### config.mk
export PLATFORM = sky130hd
export DESIGN_NAME = smt_cmp
export DESIGN_NICKNAME = d
export VERILOG_FILES = /design/src/design/smt_pkg.sv /design/src/design/smt_cmp.sv
export SDC_FILE = /design/constraint.sdc
export NUM_CORES = 1
export LEC_CHECK = 0
export BUFFER_PORTS_ARGS = -buffer_cell sky130_fd_sc_hd__buf_2
export CAP_MARGIN = 20
export CORE_MARGIN = 5
export CORE_UTILIZATION = 42
export DETAILED_ROUTE_END_ITERATION = 10
export PLACE_DENSITY = 0.92
export SETUP_SLACK_MARGIN = 0.3
export SLEW_MARGIN = 40
export SYNTH_ARGS = -nofsm -noshare
export SYNTH_HDL_FRONTEND = slang
export SYNTH_SLANG_ARGS = --single-unit
export TNS_END_PERCENT = 50
### constraint.sdc
create_clock -name vclk -period 1.75
set_input_delay 0 -clock vclk [all_inputs]
set_output_delay 0 -clock vclk [all_outputs]
set_load 0.02 [all_outputs]
### src/design/smt_pkg.sv
// ----------------------------------------------------------------------------
// smt_pkg - shared types and constants of the sorted member table
// Holds the table geometry, field widths, request and status codes and the
// layout of one stored entry.
// ----------------------------------------------------------------------------
package smt_pkg;

  localparam int TABLE_DEPTH = 256;
  localparam int ADDR_W      = $clog2(TABLE_DEPTH);
  localparam int CNT_W       = $clog2(TABLE_DEPTH + 1);

  localparam int KEY_W   = 48;
  localparam int HB_W    = 63;
  localparam int TIME_W  = 32;
  localparam int IDX_W   = 8;
  localparam int OCNT_W  = 9;
  localparam int CMD_W   = 3;
  localparam int STAT_W  = 2;

  // width used to compare a request index against the entry count
  localparam int IDX_CMP_W = (CNT_W > IDX_W) ? CNT_W : IDX_W;

  localparam int IN_DATA_W  = 152;
  localparam int OUT_DATA_W = 152;

  // tdata bit positions
  localparam int KEY_LSB  = 0;
  localparam int HB_LSB   = KEY_LSB + KEY_W;
  localparam int TIME_LSB = HB_LSB + HB_W;
  localparam int IDX_LSB  = TIME_LSB + TIME_W;
  localparam int OCNT_LSB = TIME_LSB + TIME_W;

  typedef enum logic [CMD_W-1:0] {
    CMD_CLEAR  = 3'd0,
    CMD_INSERT = 3'd1,
    CMD_ERASE  = 3'd2,
    CMD_UPDATE = 3'd3,
    CMD_LOOKUP = 3'd4,
    CMD_READ   = 3'd5
  } cmd_t;

  typedef enum logic [STAT_W-1:0] {
    STAT_OK        = 2'd0,
    STAT_FULL      = 2'd1,
    STAT_NOT_FOUND = 2'd2,
    STAT_RANGE     = 2'd3
  } stat_t;

  typedef enum logic [2:0] {
    ST_IDLE,
    ST_SCAN,
    ST_SHIFT,
    ST_PUT,
    ST_RDIDX,
    ST_DONE
  } state_t;

  typedef struct packed {
    logic [KEY_W-1:0]  key;
    logic [HB_W-1:0]   hb;
    logic [TIME_W-1:0] tm;
  } entry_t;

  localparam int ENTRY_W = $bits(entry_t);

  // result of the shared key comparator
  typedef struct packed {
    logic lt;   // request key below stored key
    logic eq;   // request key equals stored key
  } cmp_res_t;

endpackage

### src/design/smt_cmp.sv
// ----------------------------------------------------------------------------
// smt_cmp - shared key comparator
// Compares the request key with one stored key per cycle for the sorted
// position search and the match search.
// ----------------------------------------------------------------------------
module smt_cmp (
  input  logic [smt_pkg::KEY_W-1:0] req_key,
  input  logic [smt_pkg::KEY_W-1:0] mem_key,
  output smt_pkg::cmp_res_t         res
);

  always_comb begin
    res.lt = (req_key < mem_key);
    res.eq = (req_key == mem_key);
  end

endmodule

==> out/qor.csv, run 1 <==
stage;metric;value;unit
status;outcome;finished, violations left;
status;failing_checks;setup timing;
final_layout;seq_area;0;um^2
min_path;min_path_type;primary input to output port;
floorplan;start_util;44.0;%
timing;finalMaxSlewViolations;0;
global_routing;grt_pass1_wl;5.57;mm
timing;grt_setup_unrepaired;true;
floorplan;die_w;63.8;um
synthesis;synth.cell_area;1210;um^2
final_layout;syn_to_final_growth;54.7;%
final_layout;final_layout_size_suffix_gt1_share;43.8;%
floorplan;io_pins;98;
detailed_routing;route.detailed.drc;0;
timing;final_setup_violation_count;2;
power;finalPower;0.000386;W
final_layout;fin_area;1880;um^2
synthesis;synth.area.top_cells;ha_1, inv_1, a21oi_1;
flow_run;maxCapViolCount;0;
final_layout;nets;418;
floorplan;rows;19;
timing;maximum_clock_rate;0.548;GHz
synthesis;netlist_instances;170;
timing;setup_tns;-89.9;ps
timing;final_setup_margin;-75.7;ps
synthesis;post_synth.cell_area_avg;7.14;um^2
timing;maxSlewHeadroom;79.5;%
final_layout;utilization;68.1;%
power;cellPowerDensity;205;nW/um^2
power;leakage;1.21;nW
floorplan;core_footprint;2760;um^2
floorplan;dieArea;4060;um^2
clock_tree;ctsHoldBuffers;0;
detailed_routing;detail_route.iter0.violations;24;
synthesis;yosys_warnings;0;
place;dpl-instance-area;1850;um^2
min_path;min_delay_path_depth;6;
setup_path;worstPathCellList;buf_2 > inv_4 > ha_4 > nand4_1 > nor4_4 > nand3_2 > or4_4 > nor2_2 > a2111oi_2 > buf_4;
global_routing;grt_start_max_net_pins;4;
global_routing;vias_in_the_first_global_route;1504;
final_layout;sequential_cell_total;0;
place;place_congestion;0.784;
synthesis;synth.yosys.seq_area_share;0;%
timing;worstMarginPinSlew;306;ps
final_layout;fillerInstances;253;
detailed_routing;drt.antenna.violating_nets;0;
synthesis;synth_largest_type_area_fraction;49.5;%
global_routing;antenna_found_initial;0;
floorplan;chipHeight;63.8;um
detailed_routing;dr.pass1.iters;4;
setup_path;cp_slowest_stage_delay;460;ps
setup_path;critical_path.endpoint_type;output port;
global_routing;global_route.overflow_total;0;
setup_path;critical-path-top-delay-family;simple AND/OR/NAND/NOR gates;
detailed_routing;wl;3.40;mm
setup_path;worst-path-max-fanout;2;
place;place_hpwl;3.32;mm
min_path;hold-path-endpoint;res[1];
timing;post-route-min-period;1830;ps
place;numPlacedInstances;303;
timing;min_period_over_period;104;%
timing;report.final.hold_viol_count;0;
final_layout;clkbuf_count;0;
min_path;hold_start;req_key[31];
power;power.ir.vdd_worst;0.143;mV
setup_path;critPathLaunch;mem_key[40];
synthesis;yosysTopAreaCell;ha_1;
detailed_routing;avgRoutedWirePerCell;11.2;um
final_layout;antenna_diodes;0;
synthesis;syn_nets;314;
setup_path;startpoint_type;primary input;
synthesis;yosys.cell_types.count;22;
setup_path;worst_ep_required_time;1750;ps
setup_path;crit_buf_inv;3;
setup_path;timing.critical_path.slowest_stage_cell;or4_4;
detailed_routing;detail_route.vias_per_cell;4.98;
detailed_routing;num_vias;1509;
final_layout;final-instance-count-excl-fill;303;
global_routing;grt_util_all_layers;15.6;%
setup_path;critical_path_class;primary input to output port;
place;io_buffers;98;
setup_path;arrival;1830;ps
-- area by class of cell --
cell class,count,area [um^2],area share (%)
multi-input cells,122,1120,59.9
inverters,48,185,9.86
repair buffers,102,529,28.2
well taps,31,38.8,2.07
-- cell families after synthesis --
| kind of cell | Yosys count | share of synthesized area (%) |
|---|---|---|
| adder cells (fa/ha/maj) | 48 | 49.5 |
| buffers and inverters | 48 | 14.8 |
| AND/OR/NAND/NOR | 35 | 17.0 |
| AO/OA/AOI/OAI | 39 | 18.7 |
-- cells in the final DEF (no fill, tap or decap) --
cell type,n
or4_4,1
nor3_4,1
buf_2,96
a211oi_1,2
inv_1,44
o21ai_0,4
a221oi_1,1
a2111oi_2,1
a21o_1,5
nor2_1,2
nor4_4,1
a21oi_1,22
inv_4,2
nor2_2,1
o21bai_1,1
inv_2,2
buf_4,5
nor4_2,1
nand3_1,5
o211ai_1,1
o21ai_1,1
buf_6,1
nand4_1,8
nor2b_1,1
nand3_2,1
nand2_1,11
ha_4,5
ha_1,43
nand4_2,1
a31oi_1,1
and4_1,1
-- routing by layer --
layer  routed length [um]  global-route usage [%]  up-vias
li1                     -                       -      798
met1                 1180                    15.8      650
met2                 1820                    32.7       59
met3                  377                    3.68        2
met4                   19                   0.779        0
met5                    0                       0        -
-- where the power goes --
group          total (W)  internal (W)  switching [W]
Clock                  0             0              0
Sequential             0             0              0
Combinational   0.000386      0.000205       0.000181
Total           0.000386      0.000205       0.000181
-- worst max-delay path by stage --
stage	end	slack, ps	depth (start not counted)
6_report	res[1]	-80	10
5_1_grt	res[1]	-220	10
4_1_cts	res[1]	-110	10
3_5_place_dp	res[1]	-130	10
3_3_place_gp	res[1]	-70	10
2_1_floorplan	res[1]	240	7
-- metrics by stage --
stage / hold WS [ps] / setup WS [ps]
finish: 559 / -75.7
global route: 603 / -218
CTS: 568 / -111
detailed placement: 566 / -126
global placement: 573 / -69.3
floorplan: 329 / 237
-- cells in the mapped netlist --
master,count
a21oi_1,22
a31oi_1,1
a21o_1,5
or4_4,1
nand2_1,11
a211oi_1,2
nor3_2,1
nor4_2,2
and4_1,1
nand4_1,8
nor2b_1,1
a221oi_1,1
inv_1,48
nand4_2,1
o21ai_0,4
o211ai_1,1
o21bai_1,1
ha_1,48
a2111oi_0,1
nand3_1,6
nor2_1,3
o21ai_1,1
-- what timing repair did --
action,4_1_cts,5_1_grt
endpoints found under the setup margin,2,2
buffers inserted,0,0
resized for setup,4,2
pin swaps,1,0
Power figures use the tool's default switching activity.
==> run 2, diff against run 1 <==
--- a/config.mk
+++ b/config.mk
@@ -8,9 +8,9 @@
 export BUFFER_PORTS_ARGS = -buffer_cell sky130_fd_sc_hd__buf_2
 export CAP_MARGIN = 20
 export CORE_MARGIN = 5
-export CORE_UTILIZATION = 42
+export CORE_UTILIZATION = 38
 export DETAILED_ROUTE_END_ITERATION = 10
-export PLACE_DENSITY = 0.92
+export PLACE_DENSITY = 0.89
 export SETUP_SLACK_MARGIN = 0.3
 export SLEW_MARGIN = 40
 export SYNTH_ARGS = -nofsm -noshare
==> constraint.sdc (replaced) <==
create_clock -name vclk -period 1.5
set_input_delay 0 -clock vclk [all_inputs]
set_output_delay 0 -clock vclk [all_outputs]
set_load 0.02 [all_outputs]
==> run 2 against run 1 <==
The run still ends with setup timing left. Cell count rose by 5.9%. Largest cell class unchanged. Critical path type unchanged. Clock-buffer cell count did not move. Design area rose by 5.4%. Highest routed layer unchanged.
==> out/qor.csv, run 2 (synthesis gave the netlist of run 1 again) <==
stage;metric;value;unit;change
final_layout;antenna_diodes;0;;unchanged
floorplan;rows;20;;was 19
timing;grt_setup_unrepaired;true;;unchanged
setup_path;cp_slowest_stage_delay;470;ps;was 460 ps
power;clockPowerShare;0;%;about the same
place;place_hpwl;3.37;mm;was 3.32 mm
global_routing;grt_util_all_layers;15.7;%;was 15.6%
final_layout;syn_to_final_growth;63.1;%;was 54.7%
final_layout;mostFrequentLayoutCells;buf_2, inv_1, ha_1;;unchanged
place;place_congestion;0.721;;was 0.784
detailed_routing;detail_route.vias_per_cell;4.74;;was 4.98
power;power_report.internal_total;0.000256;W;was 0.000205 W
setup_path;worst-path-max-fanout;2;;unchanged
status;outcome;finished, violations left;;unchanged
detailed_routing;avgRoutedWirePerCell;11.0;um;was 11.2 um
detailed_routing;route.detailed.drc;0;;unchanged
setup_path;critical-path-top-delay-family;simple AND/OR/NAND/NOR gates;;unchanged
floorplan;start_util;39.8;%;was 44.0%
power;portion_of_total_power_attributed_to_sequential_cells;0;%;about the same
flow_run;maxCapViolCount;0;;unchanged
min_path;min_path_type;primary input to output port;;unchanged
global_routing;global_route.overflow_total;0;;unchanged
final_layout;seq_area;0;um^2;unchanged
final_layout;final-instance-count-excl-fill;321;;was 303
timing;maxSlewHeadroom;73.9;%;was 79.5%
detailed_routing;num_vias;1522;;was 1509
setup_path;timing.critical_path.slowest_stage_cell;or4_4;;unchanged
place;detailedPlace.worstSlack;-439;ps;was -126 ps
setup_path;critical_path_class;primary input to output port;;unchanged
timing;final_setup_violation_count;2;;unchanged
final_layout;clkbuf_count;0;;unchanged
detailed_routing;detail_route.iter0.violations;19;;was 24
setup_path;arrival;1830;ps;about the same
timing;report.final.hold_viol_count;0;;unchanged
floorplan;die_w;66.5;um;was 63.8 um
timing;final_setup_margin;-326;ps;was -75.7 ps
power;cellPowerDensity;242;nW/um^2;was 205 nW/um^2
final_layout;final_layout_size_suffix_gt1_share;45.5;%;was 43.8%
global_routing;grt_pass1_wl;5.74;mm;was 5.57 mm
global_routing;grt_start_max_net_pins;4;;unchanged
setup_path;critical_path.endpoint_type;output port;;unchanged
timing;min_period_over_period;122;%;
final_layout;sequential_cell_total;0;;unchanged
power;p_sw_share;46.4;%;was 46.8%
power;power.ir.vdd_worst;0.118;mV;was 0.143 mV
floorplan;dieArea;4420;um^2;was 4060 um^2
detailed_routing;wl;3.52;mm;was 3.40 mm
timing;maximum_clock_rate;0.548;GHz;
detailed_routing;drt.antenna.violating_nets;0;;unchanged
setup_path;crit_buf_inv;3;;unchanged
timing;worstMarginPinSlew;389;ps;was 306 ps
place;numPlacedInstances;320;;was 303
final_layout;nets;423;;was 418
timing;finalMaxSlewViolations;0;;unchanged
power;p_comb_share;100.0;%;about the same
detailed_routing;dr.pass1.iters;2;;was 4
place;io_buffers;98;;unchanged
final_layout;utilization;64.8;%;was 68.1%
floorplan;chipHeight;66.5;um;was 63.8 um
floorplan;io_pins;98;;unchanged
global_routing;antenna_found_initial;0;;unchanged
timing;timing.hold.ws;552;ps;was 559 ps
final_layout;most_common_library_cell_in_the_layout_ignoring_fill_and_taps;buf_2;;unchanged
clock_tree;ctsHoldBuffers;0;;unchanged
setup_path;startpoint_type;primary input;;unchanged
global_routing;vias_in_the_first_global_route;1544;;was 1504
power;power.switching;0.000222;W;was 0.000181 W
power;leakage;1.24;nW;was 1.21 nW
setup_path;worstPathCellList;buf_2 > inv_4 > ha_4 > nand4_1 > nor4_4 > nand3_2 > or4_4 > nor2_4 > a2111oi_2 > buf_4;;was buf_2 > inv_4 > ha_4 > nand4_1 > nor4_4 > nand3_2 > or4_4 > nor2_2 > a2111oi_2 > buf_4
timing;post-route-min-period;1830;ps;
floorplan;core_footprint;3050;um^2;was 2760 um^2
setup_path;worst_ep_required_time;1500;ps;was 1750 ps
status;failing_checks;setup timing;;unchanged
timing;setup_tns;-622;ps;was -89.9 ps
==> run 2: power by group through the flow <==
stage | combinational (W) | sequential [W] | clock, W
floorplan | 0.000248 | 0 | 0
detailed placement | 0.000459 | 0 | 0
global route | 0.000555 | 0 | 0
finish | 0.000478 | 0 | 0
CTS | 0.000465 | 0 | 0
global placement | 0.000442 | 0 | 0
==> run 2: tightest hold or removal path: cells and delay by family <==
| family | cells | cell delay (ps) |
|---|---|---|
| AO/OA/AOI/OAI | 2 | 100 |
| adder cells (fa/ha/maj) | 1 | 120 |
| buffers and inverters | 2 | 250 |
| AND/OR/NAND/NOR | 1 | 80 |
==> run 2: layout make-up <==
| cell class | count | area, um^2 |
|---|---|---|
| multi-input cells | 122 | 1170 |
| fillers | 303 | 1070 |
| well taps | 44 | 55.1 |
| inverters | 48 | 185 |
| repair buffers | 107 | 567 |
==> run 2: per-stage QoR <==
step           instance area, um^2  power (W)
5_1_grt                       1980   0.000555
2_1_floorplan                 1290   0.000248
3_5_place_dp                  1900   0.000459
6_report                      1980   0.000478
3_3_place_gp                  1900   0.000442
4_1_cts                       1920   0.000465
==> run 2: worst paths after layout <==
| check | startpoint | endpoint | slack, ps | cells after the start |
|---|---|---|---|---|
| hold / removal | req_key[31] | res[1] | 550 | 6 |
| setup / recovery | mem_key[40] | res[1] | -330 | 10 |
==> run 2: layer usage <==
layer / wire length (um) / vias to the layer above / track usage, %
li1: - / 808 / -
met1: 1280 / 650 / 15.8
met2: 1830 / 62 / 33.7
met3: 385 / 2 / 2.87
met4: 12 / 0 / 0.508
met5: 0 / - / 0
==> run 2: repair_timing <==
| item | CTS | global route |
|---|---|---|
| resized for setup | 4 | 7 |
| setup buffers | 1 | 0 |
| pin swaps | 3 | 3 |
| setup endpoints to repair | 2 | 2 |
