**config.mk**
```make
export PLATFORM = sky130hd
export DESIGN_NAME = smt_ram
export DESIGN_NICKNAME = d
export VERILOG_FILES = /design/src/design/smt_ram.sv
export SDC_FILE = /design/constraint.sdc
export NUM_CORES = 1
export LEC_CHECK = 0
export BUFFER_PORTS_ARGS = -buffer_cell sky130_fd_sc_hd__buf_2
export CAP_MARGIN = 20
export CORE_AREA = 2 2 96 98
export DETAILED_ROUTE_END_ITERATION = 16
export DIE_AREA = 0 0 98 100
export HOLD_SLACK_MARGIN = 0.05
export MAX_ROUTING_LAYER = met4
export PLACE_DENSITY = 0.81
export SKIP_CTS_REPAIR_TIMING = 1
export SYNTH_ARGS = -nofsm -noshare
export SYNTH_HDL_FRONTEND = slang
export SYNTH_SLANG_ARGS = --single-unit
```
**constraint.sdc**
```tcl
create_clock -name clk -period 2.5 [get_ports clk]
set_input_delay 0.375 -clock clk [delete_from_list [all_inputs] [get_ports clk]]
set_output_delay 0.375 -clock clk [all_outputs]
set_load 0.02 [all_outputs]
```
**src/design/smt_ram.sv**
```systemverilog
// ----------------------------------------------------------------------------
// smt_ram - generic simple dual-port ram
// One write port and one read port, read data registered.
// ----------------------------------------------------------------------------
module smt_ram #(
  parameter int WIDTH = 8,
  parameter int DEPTH = 16
) (
  input  logic                     clk,
  input  logic                     we,
  input  logic [$clog2(DEPTH)-1:0] waddr,
  input  logic [WIDTH-1:0]         wdata,
  input  logic [$clog2(DEPTH)-1:0] raddr,
  output logic [WIDTH-1:0]         rdata
);

  logic [WIDTH-1:0] mem [DEPTH];

  always_ff @(posedge clk) begin
    if (we) begin
      mem[waddr] <= wdata;
    end
    rdata <= mem[raddr];
  end

endmodule

```
==> metrics.log, run 1 <==
[metrics] Main synth FF type: sky130_fd_sc_hd__edfxtp_1
[metrics] FP Rows: 35
[metrics] number of antenna-violating nets in the routed design: 0
[metrics] number of max-cap violations: 0
[metrics] final setup violation count: 0
[metrics] horizontal extent of the die: 98 µm
[metrics] sum of buffers and inverters on the critical path: 1
[metrics] Worst Setup Slack post-DPL: roughly 0.41 ns
[metrics] number of instances in the placed design: 373
[metrics] Mapped Nets: 247
[metrics] result of the run: complete, no violations
[metrics] Synth warnings: 0
[metrics] post-route cell area: about 0.006 mm²
[metrics] share of flip-flops with an asynchronous set or reset: 0
[metrics] core outline area: slightly below 0.009 mm²
[metrics] Vert. Die Dim: about 100 µm
[metrics] RSZ-0062 raised after global routing: no
[metrics] Lkg Pwr: about 2.1 nW
[metrics] Critical Path RT: approximately 2.6 ns
[metrics] DR vias/cell: 6.294
[metrics] initial cell density of the core: 0.5790
[metrics] initial antenna violation count: 0
[metrics] number of I/O pins: 26
[metrics] critical-path cell list: buf_2, or3b_2, nor2_1
[metrics] cell types occupying the most area after synthesis: sky130_fd_sc_hd__edfxtp_1 (75%), sky130_fd_sc_hd__mux4_2 (7.9%), sky130_fd_sc_hd__mux4_1 (7.1%), sky130_fd_sc_hd__dfxtp_1 (3.1%), sky130_fd_sc_hd__a22oi_1 (2.3%)
[metrics] largest net degree at the start of global routing: 27
[metrics] Port-buffer cells: 25
[metrics] vias in the first global route: around 2600
[metrics] share of cells above drive strength 1: 0.3129
[metrics] worst hold path type: input port to register
[metrics] Gate Count Post-Synth: about 230
[metrics] total of flip-flops plus latches after synthesis: roughly 140
[metrics] Syn Std Cell Area: just over 0.005 mm²
[metrics] mean instance size in the synthesized netlist: 22.48 µm²
[metrics] Total Power Consumption: 5.259 mW
[metrics] critical path's top delay family: simple AND/OR/NAND/NOR gates
[metrics] H-Tree Level Count: 4
[metrics] final worst slack: 0.9406 ns
[metrics] detailed placement HPWL: between 6000 and 7000 µm
[metrics] clock tree from TritonCTS: yes
[metrics] register clock-pin slew on the reported worst setup and hold paths: about 0.060 ns
[metrics] Clock Latency Late Sink: about 0.52 ns
[metrics] cell with the largest stage delay on the worst path: sky130_fd_sc_hd__nor2_1
[metrics] cell type contributing the most total cell area after synthesis: sky130_fd_sc_hd__edfxtp_1
[metrics] final layout net count: roughly 300
[metrics] Arr. time, crit path: ~1.7 ns
[metrics] number of enable-type register cells in the synthesized netlist: 128
[metrics] library cells used by synthesis: 19
[metrics] time the worst path needs with I/O delays and setup: 1.559 ns
[metrics] Clock Skew: between 0.008 and 0.009 ns
[metrics] Period Utilization, post-route: 0.6238
[metrics] global route total overflow: 0
[metrics] capturing element type of the critical path: register
[metrics] Setup TNS: 0 ns
[metrics] average wire length per cell after detail routing: roughly 26 µm
[metrics] transition time at the pin with the least slew margin: approximately 0.89 ns
[metrics] number of design-rule violations left by the first detailed-router iteration: 309
[metrics] CTS root buffer: sky130_fd_sc_hd__clkbuf_8
[metrics] PwrDens: just under 900 mW/mm²
[metrics] gpl congestion: approximately 0.76
[metrics] number of endpoints with negative hold slack in the final report: 0
[metrics] n_diodes: 0
[metrics] area fraction of the dominant cell type after synthesis: 0.7467
[metrics] proportion of synthesized chip area in sequential cells: 0.7778
[metrics] first-pass GRT wire length: between 15000 and 20000 µm
[metrics] maximum number of buffers from clock root to sink: 2
[metrics] layout overhead on the synthesized area: 17.72%
[metrics] TritonCTS Buffers: 17
[metrics] CP Launch Type: input port
[metrics] critical-path maximum fanout: 8
[metrics] Setup CP Type: input port to register
[metrics] Layout fillers: 526
[metrics] final standard cell count with taps included and fillers excluded: approximately 410
[metrics] number of search-and-repair iterations in the first detailed-routing pass: 5
[metrics] via count of the routed design: ~2500
[metrics] total cell area at the placement stage: between 0.005 and 0.006 mm²
[metrics] dominant cell by count in the synthesized netlist: sky130_fd_sc_hd__edfxtp_1
[metrics] commonest cells in the synthesized netlist: sky130_fd_sc_hd__edfxtp_1 (128), sky130_fd_sc_hd__mux4_2 (18), sky130_fd_sc_hd__a22oi_1 (16), sky130_fd_sc_hd__mux4_1 (14), sky130_fd_sc_hd__nor2_1 (13)
[metrics] Worst slew margin: 0.4075
[metrics] Crit path largest cell delay: 0.70 ns
[metrics] floorplan die area: between 0.009 and 0.01 mm²
[metrics] Max Clk Rate: ~640 MHz
[metrics] max-slew violation total from the final report: 0
[metrics] total wirelength of the detailed-routed design: 10570 µm
[metrics] gr usage total: 0.2388
[metrics] IR drop worst, VDD: around 0.55 mV
[metrics] detailed-route DRC error count: 0
[metrics] clk sink count: about 140
[worst register-to-register path, delay by kind of cell (launching register included)]
kind               cells  cell delay [ns]
muxes                  1             0.48
DFF                    1             0.36
AOI/OAI and AO/OA      1             0.33
and+or+nand+nor        1             0.09
[layout make-up]
cell class	instances	area, µm²	share of cell area
flip-flops and latches	136	4004	0.6607
multi-input cells	83	1057	0.1745
clock buffers	19	431.7	0.07124
repair buffers	43	272.8	0.04501
clock inverters	13	155.1	0.02560
well taps	111	138.9	0.02292
[metrics by stage]
step / hold WS, ns / util
floorplan: 0.4739 / -
global placement: 0.6550 / 0.6156
detailed placement: 0.6601 / 0.6156
CTS: 0.2146 / 0.6816
global route: 0.2349 / 0.6816
finish: 0.2352 / 0.6816
[report_power, final]
part | leakage, nW | total [mW] | internal [mW] | switching (mW)
registers | 1.22 | 2.57 | 2.55 | 0.0188
clock network | 0.285 | 2.44 | 1.54 | 0.905
logic | 0.570 | 0.248 | 0.100 | 0.148
[per-layer routing]
| metal | track usage | vias up | routed length (µm) | share of wire |
|---|---|---|---|---|
| li1 | - | 1075 | - | - |
| met1 | 0.3159 | 1314 | 4271 | 0.40 |
| met2 | 0.3498 | 141 | 5147 | 0.49 |
| met3 | 0.08008 | 19 | 888 | 0.084 |
| met4 | 0.09402 | 0 | 265 | 0.025 |
| met5 | - | - | 0 | 0 |
[cells in the final DEF (no fill, tap or decap), drive strengths merged]
cell      instances
nand2             9
and2              1
clkbuf           19
nand3             1
a22oi            16
nor3              4
nor2b             1
or3b              1
and2b             1
buf              43
nand2b            2
mux4             32
dfxtp             8
clkinvlp          2
bufinv            3
clkinv            8
nand3b            2
nor2             13
edfxtp          128
[sequential cells by signal (all words and copies together) (netlist names)]
name / count
rdata: 8
mem: 128
[kinds of logic after synthesis]
kind of cell	Yosys count	synth area share
compound gates	16	0.02334
buf+inv	10	0.01677
flops	136	0.7778
mux	32	0.1502
simple gates	35	0.03184
[path summary, 6_finish.rpt]
| kind | end | slack, ns | start | cells after the start |
|---|---|---|---|---|
| worst max-delay path | mem[1][5] | 0.94 | waddr[2] | 3 |
| worst min-delay path | mem[3][2] | 0.24 | wdata[2] | 1 |
| worst max register to register | rdata[5] | 1.11 | mem[8][5] | 3 |
| worst min register to register | rdata[2] | 0.67 | mem[7][2] | 3 |
Note: power is estimated with default switching activity, not from simulation.
==> inputs of run 2 (changes only) <==
ABC_AREA = 1   (was default)
CORE_AREA = 2 2 102 104   (was 2 2 96 98)
DIE_AREA = 0 0 104 106   (was 0 0 98 100)
PLACE_DENSITY = 0.8   (was 0.81)
clock period = 1.53 ns   (was 2.5 ns; I/O delays follow)
==> metrics.log, run 2 <==
[metrics] Worst Setup Slack post-DPL: 0.1796 ns (-0.2274 ns)
[metrics] first-pass GRT wire length: 20380 µm (+31%)
[metrics] Main synth FF type: sky130_fd_sc_hd__edfxtp_1
[metrics] horizontal extent of the die: 104 µm (+6.1%)
[metrics] clk sink count: 136 (unchanged)
[metrics] Crit path largest cell delay: 0.38 ns (-0.32 ns)
[metrics] number of search-and-repair iterations in the first detailed-routing pass: 5 (unchanged)
[metrics] PwrDens: 1276 mW/mm² (+47%)
[metrics] leading cell type in the layout, fill and taps excluded: sky130_fd_sc_hd__nand2_1
[metrics] gpl congestion: 0.8788 (+16%)
[metrics] total wirelength of the detailed-routed design: 12850 µm (+22%)
[metrics] final setup violation count: 0 (unchanged)
[metrics] dominant cell by count in the synthesized netlist: sky130_fd_sc_hd__nand2_1
[metrics] via count of the routed design: 3990 (+57%)
[metrics] library cells used by synthesis: 12 (-7)
[metrics] average wire length per cell after detail routing: 17.25 µm (-34%)
[metrics] sequential cell area: 0.004004 mm² (unchanged)
[metrics] Synth warnings: 0 (unchanged)
[metrics] sum of buffers and inverters on the critical path: 1 (unchanged)
[metrics] detailed placement HPWL: 8059 µm (+32%)
[metrics] RSZ-0062 raised after global routing: no
[metrics] worst hold path type: input port to register
[metrics] layout overhead on the synthesized area: 15.49%
[metrics] transition time at the pin with the least slew margin: 0.4988 ns (-0.3867 ns)
[metrics] Mapped Nets: 569 (+130%)
[metrics] Layout fillers: 710 (+35%)
[metrics] number of enable-type register cells in the synthesized netlist: 128 (unchanged)
[metrics] initial cell density of the core: 0.5767 (-0.002327)
[metrics] Max Clk Rate: 762.4 MHz
[metrics] mean instance size in the synthesized netlist: 10.47 µm² (-53%)
[metrics] DR vias/cell: 5.356 (-15%)
[metrics] cell type contributing the most total cell area after synthesis: sky130_fd_sc_hd__edfxtp_1
[metrics] commonest cells in the synthesized netlist: sky130_fd_sc_hd__nand2_1 (173), sky130_fd_sc_hd__edfxtp_1 (128), sky130_fd_sc_hd__inv_1 (100), sky130_fd_sc_hd__nand3_1 (97), sky130_fd_sc_hd__nor2_1 (17)
[metrics] gr usage total: 0.2580 (+0.01925)
[metrics] n_diodes: 0 (unchanged)
[metrics] Period Utilization, post-route: 0.8573
[metrics] number of max-cap violations: 0 (unchanged)
[metrics] number of endpoints with negative hold slack in the final report: 0 (unchanged)
[metrics] proportion of synthesized chip area in sequential cells: 0.6943 (-0.08354)
[metrics] max-slew violation total from the final report: 0 (unchanged)
[metrics] Clock Latency Late Sink: 0.52 ns (about the same)
[metrics] largest net degree at the start of global routing: 35 (+30%)
[metrics] critical-path maximum fanout: 1 (-7)
[metrics] floorplan die area: 0.01102 mm² (+12%)
[metrics] Syn Std Cell Area: 0.005767 mm² (+12%)
[metrics] CP Launch Type: register
[metrics] critical path's top delay family: flip-flops
[metrics] vias in the first global route: 3920 (+52%)
[metrics] Critical Path RT: 1.30 ns (-1.34 ns)
[metrics] number of instances in the placed design: 713 (+91%)
[metrics] Clock Skew: 0.004714 ns (-0.003491 ns)
[metrics] IR drop worst, VDD: 1.017 mV (+86%)
[metrics] Lkg Pwr: 2.925 nW (+41%)
[metrics] H-Tree Level Count: 4 (unchanged)
[metrics] total of flip-flops plus latches after synthesis: 136 (unchanged)
[metrics] share of cells above drive strength 1: 0.1314 (-0.1816)
[metrics] final worst slack: 0.2183 ns (-0.7223 ns)
[metrics] register clock-pin slew on the reported worst setup and hold paths: 0.06 ns (about the same)
[metrics] TritonCTS Buffers: 17 (unchanged)
[metrics] Arr. time, crit path: 1.08 ns (-0.62 ns)
[metrics] final standard cell count with taps included and fillers excluded: 745 (+84%)
[metrics] Vert. Die Dim: 106 µm (+6.0%)
[metrics] share of flip-flops with an asynchronous set or reset: 0 (unchanged)
[metrics] number of I/O pins: 26 (unchanged)
[metrics] core outline area: 0.01000 mm² (+12%)
[metrics] most frequent cells in the layout: sky130_fd_sc_hd__nand2_1 (173), sky130_fd_sc_hd__edfxtp_1 (128), sky130_fd_sc_hd__inv_1 (100)
[metrics] global route total overflow: 0 (unchanged)
[metrics] CTS root buffer: sky130_fd_sc_hd__clkbuf_8
[metrics] number of design-rule violations left by the first detailed-router iteration: 369 (+19%)
[metrics] detailed-route DRC error count: 0 (unchanged)
[metrics] cell types occupying the most area after synthesis: sky130_fd_sc_hd__edfxtp_1 (67%), sky130_fd_sc_hd__nand2_1 (11%), sky130_fd_sc_hd__nand3_1 (8.4%), sky130_fd_sc_hd__inv_1 (6.5%), sky130_fd_sc_hd__dfxtp_1 (2.8%)
[metrics] initial antenna violation count: 0 (unchanged)
[metrics] Setup CP Type: register to output port
[metrics] clock tree from TritonCTS: yes
[metrics] register ranked first by flip-flop count: mem
[metrics] final layout net count: 614 (+110%)
[metrics] time the worst path needs with I/O delays and setup: 1.312 ns
[metrics] cell with the largest stage delay on the worst path: sky130_fd_sc_hd__dfxtp_1
[metrics] capturing element type of the critical path: output port
[metrics] critical-path cell list: buf_2
[metrics] Worst slew margin: 0.6671 (+0.2596)
[metrics] number of antenna-violating nets in the routed design: 0 (unchanged)
[metrics] maximum number of buffers from clock root to sink: 2 (unchanged)
[metrics] Multi-input gate area: 0.001214 mm² (+15%)
[metrics] largest registers: mem: 128 flops, rdata: 8 flops
[metrics] max reg flops: 128 (unchanged)
[metrics] FP Rows: 37 (+5.7%)
[metrics] area fraction of the dominant cell type after synthesis: 0.6665 (-0.08020)
[metrics] Setup TNS: 0 ns (unchanged)
[metrics] Gate Count Post-Synth: 551 (+140%)
[metrics] Port-buffer cells: 25 (unchanged)
[metrics] Total Power Consumption: 8.498 mW (+62%)
[metrics] result of the run: complete, no violations
[run 2: cell count changes in the layout (fill, tap and decap cells not counted), sizes merged, moves of 4 or more]
cell	delta
a22oi	-16
buf	+7
inv	+102
mux4	-32
nand2	+164
nand3	+96
nor2	+4
nor3	-4
[run 2: metal layers]
layer,wire [µm],vias up,global-route usage,part of all wire
met5,0,-,-,0
met4,522,0,0.1371,0.041
met3,1024,47,0.06806,0.080
met2,6259,234,0.3971,0.49
met1,5044,1844,0.3168,0.39
li1,-,1865,-,-
[run 2: cell families after synthesis]
family / synth area share
and+or+nand+nor: 0.2105
DFF: 0.6943
buffers and inverters: 0.09525
[run 2: cell type report]
| class | instances | share of cell area |
|---|---|---|
| clock buffer | 18 | 0.06275 |
| clock inverter | 14 | 0.02010 |
| inverter | 102 | 0.05749 |
| multi-input combinational | 289 | 0.1822 |
| sequential | 136 | 0.6012 |
| tap | 136 | 0.02555 |
| timing repair buffer | 50 | 0.05072 |
[run 2: final timing paths]
path / start / endpoint / slack (ns) / cells after the start
worst max-delay path: rdata[7] / rdata[7] / 0.22 / 1
worst min-delay path: raddr[3] / rdata[4] / 0.08 / 3
worst max register to register: mem[8][5] / rdata[5] / 0.48 / 6
worst min register to register: mem[1][6] / rdata[6] / 0.69 / 6
[run 2: stage by stage]
step | hold slack (ns) | util | area, µm²
2_1_floorplan | 0.3284 | - | 5767
3_3_place_gp | 0.6002 | 0.6109 | 6108
3_5_place_dp | 0.6033 | 0.6109 | 6108
4_1_cts | 0.05204 | 0.6660 | 6660
5_1_grt | 0.06874 | 0.6660 | 6660
6_report | 0.07642 | 0.6660 | 6660
[run 2: power by group]
part / internal (mW) / leakage [nW] / switching, mW / total (mW)
Combinational: 0.159 / 1.43 / 0.383 / 0.541
Sequential: 4.17 / 1.22 / 0.0315 / 4.20
Clock: 2.29 / 0.271 / 1.47 / 3.76
Total: 6.62 / 2.92 / 1.88 / 8.50
[run 2: tightest hold or removal path, delay by kind of cell]
family	cells	cell delay [ns]
and+or+nand+nor	2	0.15
buffers and inverters	1	0.17
